--- config.mk ---
export PLATFORM = sky130hd
export DESIGN_NAME = api_transmit_framer_with_status
export DESIGN_NICKNAME = d
export VERILOG_FILES = /design/src/rtl/atf_pkg.sv /design/src/rtl/api_transmit_framer_with_status.sv /design/src/rtl/atf_in_stage.sv /design/src/rtl/atf_rx_parse.sv /design/src/rtl/atf_framer.sv
export VERILOG_INCLUDE_DIRS = /design/src /design/src/rtl
export SDC_FILE = /design/constraint.sdc
export NUM_CORES = 1
export LEC_CHECK = 0
export BUFFER_PORTS_ARGS = -buffer_cell sky130_fd_sc_hd__clkbuf_2
export CORE_MARGIN = 1
export CORE_UTILIZATION = 60
export DETAILED_ROUTE_END_ITERATION = 10
export PLACE_DENSITY_LB_ADDON = 0.25
export SLEW_MARGIN = 20
export SYNTH_ARGS = -nofsm -noshare
export SYNTH_HDL_FRONTEND = slang
export SYNTH_SLANG_ARGS = --single-unit
--- constraint.sdc ---
create_clock -name i_clk -period 13.93 [get_ports i_clk]
set_clock_uncertainty 0.1 [all_clocks]
set_input_delay 0 -clock i_clk [delete_from_list [all_inputs] [get_ports i_clk]]
set_output_delay 0 -clock i_clk [all_outputs]
set_load 0.05 [all_outputs]
--- src/rtl/api_transmit_framer_with_status_macros.svh ---
// Assertion macros for the API transmit framer with status readback.
// Included by the RTL file that checks its own logic (the framer); no other dependencies.
`ifndef API_TRANSMIT_FRAMER_WITH_STATUS_MACROS_SVH
`define API_TRANSMIT_FRAMER_WITH_STATUS_MACROS_SVH
`ifndef SYNTHESIS
// Check a property at every rising edge outside reset.
`define ATF_ASSERT(label, clk, rst_n, prop, msg) \
    label: assert property (@(posedge clk) disable iff (!rst_n) (prop)) else $error(msg);
// Check that a condition never holds outside reset.
`define ATF_NEVER(label, clk, rst_n, cond, msg) \
    label: assert property (@(posedge clk) disable iff (!rst_n) !(cond)) else $error(msg);
`else
`define ATF_ASSERT(label, clk, rst_n, prop, msg)
`define ATF_NEVER(label, clk, rst_n, cond, msg)
`endif
`endif

--- src/rtl/atf_pkg.sv ---
// Shared types and constants of the API transmit framer with status readback.
// No dependencies; imported by every module of the block.
`default_nettype none

package atf_pkg;

    // Input item kinds (tuser of the slave side)
    localparam logic [1:0] KIND_START   = 2'd0;
    localparam logic [1:0] KIND_PAYLOAD = 2'd1;
    localparam logic [1:0] KIND_RX      = 2'd2;

    // Result kinds (tuser of the master side)
    localparam logic RES_TX_BYTE = 1'b0;
    localparam logic RES_STATUS  = 1'b1;

    // Frame bytes
    localparam logic [7:0] FRAME_DELIM    = 8'h7E;
    localparam logic [7:0] TYPE_TX_REQ    = 8'h10;
    localparam logic [7:0] TYPE_TX_STATUS = 8'h8B;
    localparam logic [7:0] TRL_ADDR_HI    = 8'hFF;
    localparam logic [7:0] TRL_ADDR_LO    = 8'hFE;
    localparam logic [7:0] TRL_ZERO       = 8'h00;
    localparam logic [7:0] CSUM_BASE      = 8'hFF;
    // Frame type plus the two fixed trailer address bytes, modulo 256
    localparam logic [7:0] SUM_SEED       = 8'h0D;
    localparam logic [15:0] HDR_LEN_ADD   = 16'd14;
    localparam logic [15:0] STATUS_LEN    = 16'd7;

    // Status body byte positions
    localparam logic [15:0] BODY_TYPE   = 16'd0;
    localparam logic [15:0] BODY_ID     = 16'd1;
    localparam logic [15:0] BODY_DELIV  = 16'd5;

    // Framer emission steps
    localparam logic [4:0] STEP_DELIM      = 5'd0;
    localparam logic [4:0] STEP_LEN_HI     = 5'd1;
    localparam logic [4:0] STEP_LEN_LO     = 5'd2;
    localparam logic [4:0] STEP_TYPE       = 5'd3;
    localparam logic [4:0] STEP_FRAME_ID   = 5'd4;
    localparam logic [4:0] STEP_ADDR_FIRST = 5'd5;
    localparam logic [4:0] STEP_ADDR_LAST  = 5'd12;
    localparam logic [4:0] STEP_TRL_FIRST  = 5'd13;
    localparam logic [4:0] STEP_TRL_FE     = 5'd14;
    localparam logic [4:0] STEP_TRL_Z0     = 5'd15;
    localparam logic [4:0] STEP_TRL_Z1     = 5'd16;
    localparam logic [4:0] STEP_CSUM       = 5'd17;

    typedef struct packed {
        logic [1:0]  kind;
        logic [7:0]  payload_len;
        logic [63:0] dest_address;
        logic [7:0]  data_byte;
    } t_item;

    typedef struct packed {
        logic       result_kind;
        logic [7:0] tx_byte;
        logic       frame_end;
        logic       delivered;
        logic       last;
    } t_result;

    // Framer to receive parser
    typedef struct packed {
        logic en;       // parse this byte
        logic restart;  // frame sent, hunt for a delimiter
    } t_rx_ctl;

    // Receive parser to framer
    typedef struct packed {
        logic report;   // current byte closes a matching status frame
        logic ok;       // delivery status byte was zero
    } t_rx_stat;

endpackage

`default_nettype wire

--- src/rtl/api_transmit_framer_with_status.sv ---
// Top level of the API transmit framer with status readback: input stage,
// framer, receive parser and result register. Depends on atf_pkg.
//
//  channel  | dir | tdata / tuser / tlast
//  s_axis   | in  | requests: start, payload byte or received link byte
//  m_axis   | out | results: transmit bytes and delivery status reports
//
// A payload or received byte gives at most one result; a start request gives the
// header (plus trailer and checksum with an empty payload), and the last payload
// byte also the trailer and checksum: the framer writes one result per cycle into
// the result register while it is free. Reset (i_rst_n low at a clock edge)
// clears all control state, sets the frame id to 1; no clearing pass. A stalled
// master side holds the result register and then back-pressures the slave side.
`default_nettype none

module api_transmit_framer_with_status import atf_pkg::*; #(
    parameter int unsigned MAX_PAYLOAD = 255
) (
    input  wire logic        i_clk,
    input  wire logic        i_rst_n,
    input  wire logic        s_axis_tvalid,
    output logic             s_axis_tready,
    input  wire logic [79:0] s_axis_tdata,   // payload_len[7:0], dest_address[71:8],
                                             // data_byte[79:72]
    input  wire logic [1:0]  s_axis_tuser,   // kind[1:0]
    output logic             m_axis_tvalid,
    input  wire logic        m_axis_tready,
    output logic [15:0]      m_axis_tdata,   // tx_byte[7:0], frame_end[8], delivered[9],
                                             // zero[15:10]
    output logic [0:0]       m_axis_tuser,   // result_kind[0]
    output logic             m_axis_tlast
);

    t_item    in_item;
    t_item    held_item;
    logic     held_vld;
    logic     consume;
    logic     out_free;
    logic     res_wr;
    t_result  res;
    t_rx_ctl  rx_ctl;
    t_rx_stat rx_stat;
    logic [7:0] frame_id;
    logic     r_out_vld;
    t_result  r_out;

    // Unpack the request
    assign in_item.kind         = s_axis_tuser;
    assign in_item.payload_len  = s_axis_tdata[7:0];
    assign in_item.dest_address = s_axis_tdata[71:8];
    assign in_item.data_byte    = s_axis_tdata[79:72];

    atf_in_stage u_in (
        .i_clk     (i_clk),
        .i_rst_n   (i_rst_n),
        .i_vld     (s_axis_tvalid),
        .o_rdy     (s_axis_tready),
        .i_item    (in_item),
        .i_consume (consume),
        .o_vld     (held_vld),
        .o_item    (held_item)
    );

    atf_framer #(
        .MAX_PAYLOAD (MAX_PAYLOAD)
    ) u_framer (
        .i_clk      (i_clk),
        .i_rst_n    (i_rst_n),
        .i_item_vld (held_vld),
        .i_item     (held_item),
        .i_out_free (out_free),
        .i_rx_stat  (rx_stat),
        .o_consume  (consume),
        .o_res_wr   (res_wr),
        .o_res      (res),
        .o_rx_ctl   (rx_ctl),
        .o_frame_id (frame_id)
    );

    atf_rx_parse u_rx (
        .i_clk      (i_clk),
        .i_rst_n    (i_rst_n),
        .i_ctl      (rx_ctl),
        .i_byte     (held_item.data_byte),
        .i_frame_id (frame_id),
        .o_stat     (rx_stat)
    );

    // Result register: free when empty or being taken
    assign out_free = !r_out_vld || m_axis_tready;

    always_ff @(posedge i_clk) begin
        if (!i_rst_n) begin
            r_out_vld <= 1'b0;
        end else if (res_wr) begin
            r_out_vld <= 1'b1;
        end else if (m_axis_tready) begin
            r_out_vld <= 1'b0;
        end
    end

    always_ff @(posedge i_clk) begin
        if (res_wr) begin
            r_out <= res;
        end
    end

    // Pack the result
    assign m_axis_tvalid = r_out_vld;
    assign m_axis_tdata  = {6'b000000, r_out.delivered, r_out.frame_end, r_out.tx_byte};
    assign m_axis_tuser  = r_out.result_kind;
    assign m_axis_tlast  = r_out.last;

endmodule

`default_nettype wire

--- src/rtl/atf_in_stage.sv ---
// Input register stage of the API transmit framer: holds one request.
// Depends on atf_pkg for the item type.
`default_nettype none

module atf_in_stage import atf_pkg::*; (
    input  wire logic  i_clk,
    input  wire logic  i_rst_n,
    input  wire logic  i_vld,
    output logic       o_rdy,
    input  wire t_item i_item,
    input  wire logic  i_consume,
    output logic       o_vld,
    output t_item      o_item
);

    logic  r_vld;
    logic  n_vld;
    t_item r_item;
    logic  take;

    // Accept when empty or when the held request leaves this cycle
    assign o_rdy = !r_vld || i_consume;
    assign take  = i_vld && o_rdy;

    always_comb begin
        n_vld = r_vld;
        if (take) begin
            n_vld = 1'b1;
        end else if (i_consume) begin
            n_vld = 1'b0;
        end
    end

    always_ff @(posedge i_clk) begin
        if (!i_rst_n) begin
            r_vld <= 1'b0;
        end else begin
            r_vld <= n_vld;
        end
    end

    // Load payload on accept
    always_ff @(posedge i_clk) begin
        if (take) begin
            r_item <= i_item;
        end
    end

    assign o_vld  = r_vld;
    assign o_item = r_item;

endmodule

`default_nettype wire

--- src/rtl/atf_rx_parse.sv ---
// Receive parser: hunts for a delimiter and walks a link frame byte by byte.
// Depends on atf_pkg for the control and status structs and constants.
`default_nettype none

module atf_rx_parse import atf_pkg::*; (
    input  wire logic     i_clk,
    input  wire logic     i_rst_n,
    input  wire t_rx_ctl  i_ctl,
    input  wire logic [7:0] i_byte,
    input  wire logic [7:0] i_frame_id,
    output t_rx_stat      o_stat
);

    typedef enum logic [4:0] {
        RX_HUNT   = 5'b00001,
        RX_LEN_HI = 5'b00010,
        RX_LEN_LO = 5'b00100,
        RX_BODY   = 5'b01000,
        RX_CSUM   = 5'b10000
    } t_rx_phase;

    t_rx_phase   r_phase, n_phase;
    logic [15:0] r_len, n_len;
    logic [15:0] r_idx, n_idx;
    logic        r_match, n_match;
    logic        r_ok, n_ok;
    logic [15:0] len_full;
    logic [15:0] idx_inc;

    assign len_full = {r_len[15:8], i_byte};
    assign idx_inc  = r_idx + 16'd1;

    // Advance the parser on each byte handed over
    always_comb begin
        n_phase = r_phase;
        n_len   = r_len;
        n_idx   = r_idx;
        n_match = r_match;
        n_ok    = r_ok;
        if (i_ctl.restart) begin
            n_phase = RX_HUNT;
        end else if (i_ctl.en) begin
            unique case (r_phase)
                RX_HUNT: begin
                    if (i_byte == FRAME_DELIM) begin
                        n_phase = RX_LEN_HI;
                    end
                end
                RX_LEN_HI: begin
                    n_len   = {i_byte, 8'h00};
                    n_phase = RX_LEN_LO;
                end
                RX_LEN_LO: begin
                    n_len   = len_full;
                    n_idx   = 16'd0;
                    n_match = (len_full == STATUS_LEN);
                    n_ok    = 1'b1;
                    n_phase = (len_full == 16'd0) ? RX_CSUM : RX_BODY;
                end
                RX_BODY: begin
                    if (r_idx == BODY_TYPE && i_byte != TYPE_TX_STATUS) begin
                        n_match = 1'b0;
                    end
                    if (r_idx == BODY_ID && i_byte != i_frame_id) begin
                        n_match = 1'b0;
                    end
                    if (r_idx == BODY_DELIV) begin
                        n_ok = (i_byte == 8'h00);
                    end
                    n_idx = idx_inc;
                    if (idx_inc >= r_len) begin
                        n_phase = RX_CSUM;
                    end
                end
                default: begin
                    // checksum byte is skipped unverified
                    n_phase = RX_HUNT;
                end
            endcase
        end
    end

    always_ff @(posedge i_clk) begin
        if (!i_rst_n) begin
            r_phase <= RX_HUNT;
            r_len   <= 16'd0;
            r_idx   <= 16'd0;
            r_match <= 1'b0;
            r_ok    <= 1'b0;
        end else begin
            r_phase <= n_phase;
            r_len   <= n_len;
            r_idx   <= n_idx;
            r_match <= n_match;
            r_ok    <= n_ok;
        end
    end

    assign o_stat.report = (r_phase == RX_CSUM) && r_match;
    assign o_stat.ok     = r_ok;

endmodule

`default_nettype wire

--- src/rtl/atf_framer.sv ---
// Framer: sequences header, payload, trailer and status results, one per cycle
// with a free output; keeps frame state; depends on atf_pkg, assertion macros.
`default_nettype none
`include "api_transmit_framer_with_status_macros.svh"

module atf_framer import atf_pkg::*; #(
    parameter int unsigned MAX_PAYLOAD = 255
) (
    input  wire logic     i_clk,
    input  wire logic     i_rst_n,
    input  wire logic     i_item_vld,
    input  wire t_item    i_item,
    input  wire logic     i_out_free,
    input  wire t_rx_stat i_rx_stat,
    output logic          o_consume,
    output logic          o_res_wr,
    output t_result       o_res,
    output t_rx_ctl       o_rx_ctl,
    output logic [7:0]    o_frame_id
);

    localparam logic [7:0] MaxLen = (MAX_PAYLOAD > 255) ? 8'hFF : 8'(MAX_PAYLOAD);

    logic [4:0]  r_step, n_step;
    logic [7:0]  r_frame_id, n_frame_id;
    logic [7:0]  r_sum, n_sum;
    logic [7:0]  r_left, n_left;
    logic        r_sending, n_sending;
    logic        r_awaiting, n_awaiting;
    logic [7:0]  plen_sat;
    logic [15:0] total;
    logic [4:0]  addr_sel;
    logic [7:0]  addr_byte;
    logic [7:0]  step_byte;
    logic        emit;
    logic        done;
    t_result     res;
    t_rx_ctl     rx_ctl;

    // Saturate the payload count and form the length field
    assign plen_sat  = (i_item.payload_len > MaxLen) ? MaxLen : i_item.payload_len;
    assign total     = {8'h00, plen_sat} + HDR_LEN_ADD;
    assign addr_sel  = STEP_ADDR_LAST - r_step;
    assign addr_byte = i_item.dest_address[{addr_sel[2:0], 3'b000} +: 8];

    // Select the header or trailer byte for the current step
    always_comb begin
        case (r_step) inside
            STEP_DELIM:                       step_byte = FRAME_DELIM;
            STEP_LEN_HI:                      step_byte = total[15:8];
            STEP_LEN_LO:                      step_byte = total[7:0];
            STEP_TYPE:                        step_byte = TYPE_TX_REQ;
            STEP_FRAME_ID:                    step_byte = r_frame_id;
            [STEP_ADDR_FIRST:STEP_ADDR_LAST]: step_byte = addr_byte;
            STEP_TRL_FIRST:                   step_byte = TRL_ADDR_HI;
            STEP_TRL_FE:                      step_byte = TRL_ADDR_LO;
            STEP_TRL_Z0, STEP_TRL_Z1:         step_byte = TRL_ZERO;
            default:                          step_byte = CSUM_BASE - r_sum;
        endcase
    end

    // One result per cycle while the output is free; advance the frame state
    always_comb begin
        n_step     = r_step;
        n_frame_id = r_frame_id;
        n_sum      = r_sum;
        n_left     = r_left;
        n_sending  = r_sending;
        n_awaiting = r_awaiting;
        emit       = 1'b0;
        done       = 1'b0;
        res        = '0;
        rx_ctl     = '0;
        if (i_item_vld) begin
            if (r_step >= STEP_TRL_FIRST) begin
                // trailer and checksum
                emit        = 1'b1;
                res.tx_byte = step_byte;
                if (r_step == STEP_CSUM) begin
                    res.frame_end = 1'b1;
                    res.last      = 1'b1;
                end
                if (i_out_free) begin
                    if (r_step == STEP_CSUM) begin
                        done           = 1'b1;
                        n_step         = STEP_DELIM;
                        n_sending      = 1'b0;
                        n_awaiting     = 1'b1;
                        rx_ctl.restart = 1'b1;
                    end else begin
                        n_step = r_step + 5'd1;
                    end
                end
            end else begin
                unique case (i_item.kind)
                    KIND_START: begin
                        if (r_step == STEP_DELIM && (r_sending || r_awaiting)) begin
                            // drop: a frame is in flight
                            done = 1'b1;
                        end else begin
                            emit        = 1'b1;
                            res.tx_byte = step_byte;
                            res.last    = (r_step == STEP_ADDR_LAST) && (r_left != 8'd0);
                            if (i_out_free) begin
                                if (r_step == STEP_DELIM) begin
                                    n_sum     = SUM_SEED;
                                    n_left    = plen_sat;
                                    n_sending = 1'b1;
                                end else if (r_step == STEP_FRAME_ID) begin
                                    n_sum = r_sum + r_frame_id;
                                end else if (r_step >= STEP_ADDR_FIRST) begin
                                    n_sum = r_sum + addr_byte;
                                end
                                if (r_step == STEP_ADDR_LAST) begin
                                    if (r_left == 8'd0) begin
                                        n_step = STEP_TRL_FIRST;
                                    end else begin
                                        done   = 1'b1;
                                        n_step = STEP_DELIM;
                                    end
                                end else begin
                                    n_step = r_step + 5'd1;
                                end
                            end
                        end
                    end
                    KIND_PAYLOAD: begin
                        if (!r_sending) begin
                            done = 1'b1;
                        end else begin
                            emit        = 1'b1;
                            res.tx_byte = i_item.data_byte;
                            res.last    = (r_left != 8'd1);
                            if (i_out_free) begin
                                n_sum  = r_sum + i_item.data_byte;
                                n_left = r_left - 8'd1;
                                if (r_left == 8'd1) begin
                                    n_step = STEP_TRL_FIRST;
                                end else begin
                                    done = 1'b1;
                                end
                            end
                        end
                    end
                    KIND_RX: begin
                        if (!r_awaiting) begin
                            done = 1'b1;
                        end else if (i_rx_stat.report) begin
                            emit            = 1'b1;
                            res.result_kind = RES_STATUS;
                            res.delivered   = i_rx_stat.ok;
                            res.last        = 1'b1;
                            if (i_out_free) begin
                                done       = 1'b1;
                                rx_ctl.en  = 1'b1;
                                n_awaiting = 1'b0;
                                n_frame_id = (r_frame_id == 8'hFF) ? 8'd1
                                                                   : r_frame_id + 8'd1;
                            end
                        end else begin
                            done      = 1'b1;
                            rx_ctl.en = 1'b1;
                        end
                    end
                    default: begin
                        done = 1'b1;
                    end
                endcase
            end
        end
    end

    always_ff @(posedge i_clk) begin
        if (!i_rst_n) begin
            r_step     <= STEP_DELIM;
            r_frame_id <= 8'd1;
            r_sum      <= 8'd0;
            r_left     <= 8'd0;
            r_sending  <= 1'b0;
            r_awaiting <= 1'b0;
        end else begin
            r_step     <= n_step;
            r_frame_id <= n_frame_id;
            r_sum      <= n_sum;
            r_left     <= n_left;
            r_sending  <= n_sending;
            r_awaiting <= n_awaiting;
        end
    end

    assign o_consume  = done;
    assign o_res_wr   = emit && i_out_free;
    assign o_res      = res;
    assign o_rx_ctl   = rx_ctl;
    assign o_frame_id = r_frame_id;

    `ATF_NEVER(a_id_nonzero, i_clk, i_rst_n, r_frame_id == 8'd0, "frame id reached zero")
    `ATF_ASSERT(a_step_in_frame, i_clk, i_rst_n, (r_step != STEP_DELIM) |-> r_sending, "step advanced outside a frame")
    `ATF_ASSERT(a_csum_arms, i_clk, i_rst_n, (o_res_wr && o_res.frame_end) |=> (r_awaiting && !r_sending), "checksum did not arm status wait")
    `ATF_ASSERT(a_id_advance, i_clk, i_rst_n, (o_res_wr && o_res.result_kind == RES_STATUS) |=> (r_frame_id != $past(r_frame_id) && !r_awaiting), "status did not advance frame id")

endmodule

`default_nettype wire

-- After elaboration in Yosys (flattened, before gate mapping)
Cells that the tools add are included.
- flip-flop bits (word level): 166
- word-level logic and storage cells: 237
- add/subtract/negate cells: 10
- magnitude comparators: 5
- eq/ne operators: 42
- shift operators: 1
- multiplexer cells: 102
- bitwise operators: 8
- reductions and logical operators: 46
- operator list (cell ; count):
    $mux 8 ; 26
    $pmux 16 s2 ; 2
    $shiftx 64x7->8 ; 1
    $mux 5 ; 12
    $mux 1 ; 50
    $pmux 8 s2 ; 3
    $eq 16x3->1 const B ; 2
    $logic_not 16->1 ; 2
    $eq 5x4->1 const B ; 5
    $add 8x8->8 ; 3
    $reduce_and 8->1 ; 3
    $pmux 5 s4 ; 1
    $ne 2x1->1 const B ; 9
    $add 16x1->16 const B ; 1
    $eq 16x1->1 const B ; 1
    $ge 16x16->1 ; 1
    $logic_not 8->1 ; 2
    $reduce_and 4->1 ; 4
    $reduce_bool 2->1 ; 8
    $eq 5x2->1 const B ; 3
    $eq 5x5->1 const B ; 3
    $reduce_and 6->1 ; 2
    $eq 5x1->1 const B ; 2
    $eq 5x3->1 const B ; 2
    40 further kinds ; 66

-- Depth between registers and ports, before layout
- word-level depth: 14
- gate-level depth with buffers: 17
- gate-level depth less buffers: 13

-- By module
From an unflattened synthesis, not the netlist that was laid out.
- cell total of the unflattened synthesis: 933
- area, all modules: 9505.4 µm²
- modules (own cells, without submodules) (module ; times used ; cells each ; area an instance (µm²) ; sequential area each (µm²)):
    atf_framer ; 1 ; 505 ; 3842.4 ; 620.6
    atf_rx_parse ; 1 ; 318 ; 2685.1 ; 780.7
    atf_in_stage ; 1 ; 87 ; 2519.9 ; 2482.4
    api_transmit_framer_with_status ; 1 ; 23 ; 457.9 ; 380.4

-- Worst setup path before layout
Ideal clock, no wire load.
- kind: register to register
- start point: register u_framer.r_step[0]
- end point: register u_in.r_item, in the netlist u_in.o_item[0] (enable)
- library setup time: 0.449 ns
- data arrival time: 4.986 ns
- data required time: 13.381 ns
- path slack: 8.395 ns
- stages on the path, launching flop included: 12
- path through: dfxtp_1 buf_6 buf_4 inv_1 ha_1 or4b_1 clkbuf_2 o21ai_1 a21oi_1 o21a_1 a22oi_1 and2_1
- cells in the longest elaborated chain, start to end: 9
- elaborated cells between the ends (all ways): 15
- ends and longest elaborated chain (element ; RTL line ; RTL):
    start, declared ; atf_framer.sv:24 ; logic [4:0] r_step, n_step;
    start signal, assigned ; atf_framer.sv:182 ; r_step <= n_step;
    $eq 5x4->1 ; atf_framer.sv:114 ; if (r_step == STEP_ADDR_LAST) begin
    $mux 1 ; atf_framer.sv:114 ;
    $mux 1 ; atf_framer.sv:104 ; if (i_out_free) begin
    $mux 1 ; atf_framer.sv:97 ; if (r_step == STEP_DELIM && (r_sending || r_awaiting)) begin
    $pmux 1 s3 ; atf_framer.sv:95 ; unique case (i_item.kind)
    $mux 1 (*) ; atf_framer.sv:75 ; if (r_step >= STEP_TRL_FIRST) begin
    $mux 1 (*) ; atf_framer.sv:74 ; if (i_item_vld) begin
    $logic_or 1x1->1 (*) ; atf_in_stage.sv:22 ; assign o_rdy = !r_vld || i_consume;
    net s_axis_tready ; api_transmit_framer_with_status.sv:22 ; output logic s_axis_tready,
    $logic_and 1x1->1 (*) ; atf_in_stage.sv:23 ; assign take = i_vld && o_rdy;
    end signal, assigned ; atf_in_stage.sv:45 ; r_item <= i_item;
    end, declared ; atf_in_stage.sv:18 ; t_item r_item;
Mark *: on every way through the listed nets, which the timed path passes. The rest lies on a longest branch.
A chain may end at the register's enable or synchronous reset.

-- Worst setup path after layout
- start point: register u_framer.r_step[1]
- end point: register u_framer.r_sum[7]
- cells in the longest elaborated chain, start to end: 9
- elaborated cells between the ends (all ways): 18
- ends and longest elaborated chain (element ; RTL line ; RTL):
    $sub 3x3->3 ; atf_framer.sv:43 ; assign addr_sel = STEP_ADDR_LAST - r_step;
    $shiftx 64x7->8 ; atf_framer.sv:44 ; assign addr_byte = i_item.dest_address[{addr_sel[2:0], 3'b000} +: 8];
    $add 8x8->8 ; atf_framer.sv:112 ; n_sum = r_sum + addr_byte;
    $mux 8 ; atf_framer.sv:111 ; end else if (r_step >= STEP_ADDR_FIRST) begin
    $mux 8 ; atf_framer.sv:109 ; end else if (r_step == STEP_FRAME_ID) begin
    $mux 8 ; atf_framer.sv:105 ; if (r_step == STEP_DELIM) begin
    $mux 8 ; atf_framer.sv:104 ;
    $mux 8 ; atf_framer.sv:97 ;
    $pmux 8 s2 ; atf_framer.sv:95 ;
    end signal, assigned ; atf_framer.sv:184 ; r_sum <= n_sum;
    end, declared ; atf_framer.sv:26 ; logic [7:0] r_sum, n_sum;
Parallel ways exist; a longest one is shown, timed or not. The select of a mux whose other input is x is not followed.

==> impl_metrics.json <==
{
  "grt_setup_unrepaired": "no",
  "drive_gt1_frac": 0.1618,
  "htreeDepth": 4,
  "grt_antenna_before_repair": 0,
  "clk-insertion-delay-late_ns": 0.44,
  "core.rowCount": 45,
  "tritoncts": "done",
  "antenna_cells": 0,
  "wl_um": 24640,
  "post_synthesis_instance_total": 930,
  "cp-end-kind": "flop",
  "yosysWarnings": 0,
  "cts_num_sinks": 166,
  "synth.avg_cell_area_um2": 10.14,
  "irDropWorstVdd_v": 0.00008979,
  "timing.critical_path.from": "u_framer.r_step[1]",
  "dp_hpwl_um": 15520,
  "cts_root_buffer": "clkbuf_16",
  "synth_edf_count": 94,
  "worst_case_headroom_to_the_max_slew_limit": 0.3212,
  "hold_path.class": "in -> reg",
  "switching_share": 0.2507,
  "area_growth_pct": 20.94,
  "mappedNetlistArea_um2": 9430,
  "rrSetupSlack_ns": 9.79,
  "first_pass_iters": 6,
  "max_clock_freq_mhz": 241.7,
  "timing_max_transition_violations_final": 0,
  "finalHoldWorstSlack_ns": 0.1745,
  "ys_types": 93,
  "port_buffers": 99,
  "clk_pwr_share": 0.416,
  "grt.total_usage": 0.3160,
  "final.setup.tns_ns": 0,
  "yosysSeqAreaShare": 0.4522,
  "die_h_um": 127.4,
  "drt-initial-drc-count": 795,
  "cp_class": "reg -> reg",
  "drcViolationCount": 0,
  "endpoint": "u_framer.r_sum[7]",
  "clk_pin_slew_ns": 0.07,
  "drt-vias-per-instance": 6.083,
  "tightest_slew_ns": 1.018,
  "grt_start_max_net_pins": 83,
  "run_status": "finished clean",
  "layout.filler_cells": 1034,
  "combinationalPowerShare": 0.106,
  "gp_congestion": 0.9095,
  "finalCritPeriodShare": 0.2970,
  "ys_async_sr_fraction": 0,
  "finish.net_count": 1216,
  "vias": 7975,
  "p_int_w": 0.0008631,
  "globalRoute.totalOverflow": 0,
  "worst_hold_path.num_cells": 2,
  "power.share.sequential": 0.479,
  "finalSetupViolations": 0,
  "route.antenna.remaining_nets": 0,
  "ctsResizeCount": 0,
  "timing.reg2reg.worst_path_depth": 12,
  "top_level_ports": 106,
  "fp.coreArea_um2": 15260,
  "ys.flop_type": "edfxtp_1",
  "max-cap-violations": 0,
  "leakage_nw": 4.554,
  "ys_ff_latch": 166,
  "floorplan.initialDensity": 0.6180,
  "netSwitchingPower_w": 0.0002888,
  "worst_r2r_startpoint": "u_framer.r_step[1]",
  "required_ns": 14.19,
  "power.density_nw_per_um2": 101.0,
  "critPathArrivalTime_ns": 4.39,
  "first_global_vias": 7531,
  "finalHoldViolations": 0,
  "clock_tree.buffer_depth": 2,
  "fp.dieArea_um2": 16220,
  "cts_made_buffers": 17,
  "worstReg2RegEnd": "u_framer.r_sum[7]",
  "final_period_minus_worst_setup_slack_ns": 4.137,
  "startpoint_type": "flop",
  "grt_pass1_wl_um": 39130,
  "die_x_um": 127.4,
  "worstPathMaxFanout": 17,
  "avgRoutedWirePerCell_um": 18.79
}
==> state kept, by name (all words and copies together), names as in the netlist, 5 cells and up <==
name                 cells
m_axis_tdata            10
u_framer.o_frame_id      8
u_framer.r_left          8
u_framer.r_step          5
u_framer.r_sum           8
u_in.o_item             82
u_rx.r_idx              16
u_rx.r_len              16
u_rx.r_phase             5
==> cell type report <==
class	count	area [um^2]	share of cell area
clock buffers	18	429.2	0.03763
repair buffers	191	1399	0.1227
flip-flops and latches	166	4264	0.3739
inverters	35	131.4	0.01152
clock inverters	14	162.7	0.01426
well taps	211	264.0	0.02315
multi-input cells	676	4755	0.4169
==> power groups by stage <==
stage                     sequential [W]  combinational [W]  clock (W)
after global placement          0.000560          0.0000961          0
after CTS                       0.000550           0.000117   0.000483
after global routing            0.000552           0.000131   0.000506
final                           0.000551           0.000122   0.000479
after floorplan                 0.000556          0.0000704          0
after detailed placement        0.000560          0.0000974          0
==> worst min-delay path by stage <==
stage,start,endpoint,slack [ns]
CTS,s_axis_tdata[37],u_in.o_item[37],0.16
global placement,s_axis_tdata[65],u_in.o_item[65],0.08
floorplan,s_axis_tdata[72],u_in.o_item[0],-0.001
detailed placement,s_axis_tdata[70],u_in.o_item[70],0.08
finish,s_axis_tdata[75],u_in.o_item[3],0.17
global route,s_axis_tdata[29],u_in.o_item[29],0.17
==> metal layers <==
| layer | wire [um] | share of wire | track usage | vias up |
|---|---|---|---|---|
| met5 | 0 | 0 | 0 | - |
| met4 | 653 | 0.027 | 0.1268 | 0 |
| met3 | 1968 | 0.080 | 0.08124 | 69 |
| met2 | 11890 | 0.48 | 0.5175 | 410 |
| met1 | 10130 | 0.41 | 0.4007 | 3730 |
| li1 | - | - | - | 3766 |
==> cells by family (layout without fill, tap and decap cells) <==
logic type	count (synthesis)	after routing	synth area share
AOI/OAI and AO/OA	236	236	0.1625
other	1	6	0.0003977
xor gates and xnor gates	43	43	0.04193
adders and majority gates	43	43	0.05864
muxes	39	39	0.06315
and+or+nand+nor	309	309	0.1753
buffers and inverters	93	258	0.04591
DFF	166	166	0.4522
==> placed cells by master, fill, tap and decap left out, types with 5 or more instances in the layout <==
master         Yosys  final
nor4_1             7      7
mux4_2            15     15
o21a_1             5      5
dfxtp_1           72     72
a31oi_1            6      6
a211oi_1           5      5
nand4_1           17     17
clkbuf_16          0     17
and3_1            20     20
nand2_1           54     54
edfxtp_1          94     94
nor3_1            19     19
or3_1             10     10
conb_1             1      6
buf_4             11      7
xnor2_1           26     26
a21oi_1           67     67
dlygate4sd3_1      0     85
inv_6              0      5
and2_1             7      6
a221o_1            5      5
nor2b_1           14     14
clkbuf_2           1     99
a21o_1            10     10
o211ai_1          13     13
a22oi_1           15     15
nand3_1           20     20
nor2_1            89     89
nand3b_1           9      9
xor2_1            16     16
o21ai_1            8      8
o21ai_0           62     62
inv_1             34     34
mux2i_1           22     22
ha_1              41     41
nand2b_1          10     10
==> timing repair <==
| action | in CTS | in global routing |
|---|---|---|
| hold buffers | 85 | 0 |
| hold endpoints to repair | 92 | 0 |
| buffers inserted | 0 | 0 |
==> metrics by stage <==
| step | util | setup WS (ns) | total power [W] | std cells | cell area, um^2 |
|---|---|---|---|---|---|
| after floorplan | - | 8.395 | 0.0006262 | 935 | 9449 |
| after global placement | 0.6529 | 10.10 | 0.0006556 | 1194 | 9962 |
| after detailed placement | 0.6529 | 10.00 | 0.0006578 | 1194 | 9962 |
| after CTS | 0.7474 | 9.925 | 0.001150 | 1311 | 11400 |
| after global routing | 0.7474 | 9.520 | 0.001189 | 1311 | 11400 |
| final | 0.7474 | 9.793 | 0.001152 | 1311 | 11400 |
==> Yosys cell counts (all sizes together), types with 22 or more instances <==
master / n / share of area
nand2: 55 / 0.022
ha: 41 / 0.054
inv: 35 / 0.014
dfxtp: 72 / 0.15
o21ai: 71 / 0.038
nor2: 90 / 0.036
a21oi: 69 / 0.037
mux2i: 22 / 0.023
clkbuf: 27 / 0.011
buf: 31 / 0.021
edfxtp: 94 / 0.30
xnor2: 26 / 0.024
==> worst max-delay path, stage by stage (launching register included) <==
cell,delay (ns)
dfxtp_1,0.55
inv_1,0.13
ha_1,0.81
mux4_2,0.43
mux2i_1,0.36
a21oi_1,0.19
ha_1,0.36
a21oi_1,0.17
o211ai_1,0.14
o41ai_1,0.34
nand2_1,0.08
or3_1,0.31
o211ai_1,0.09
Power figures use the tool's default switching activity.
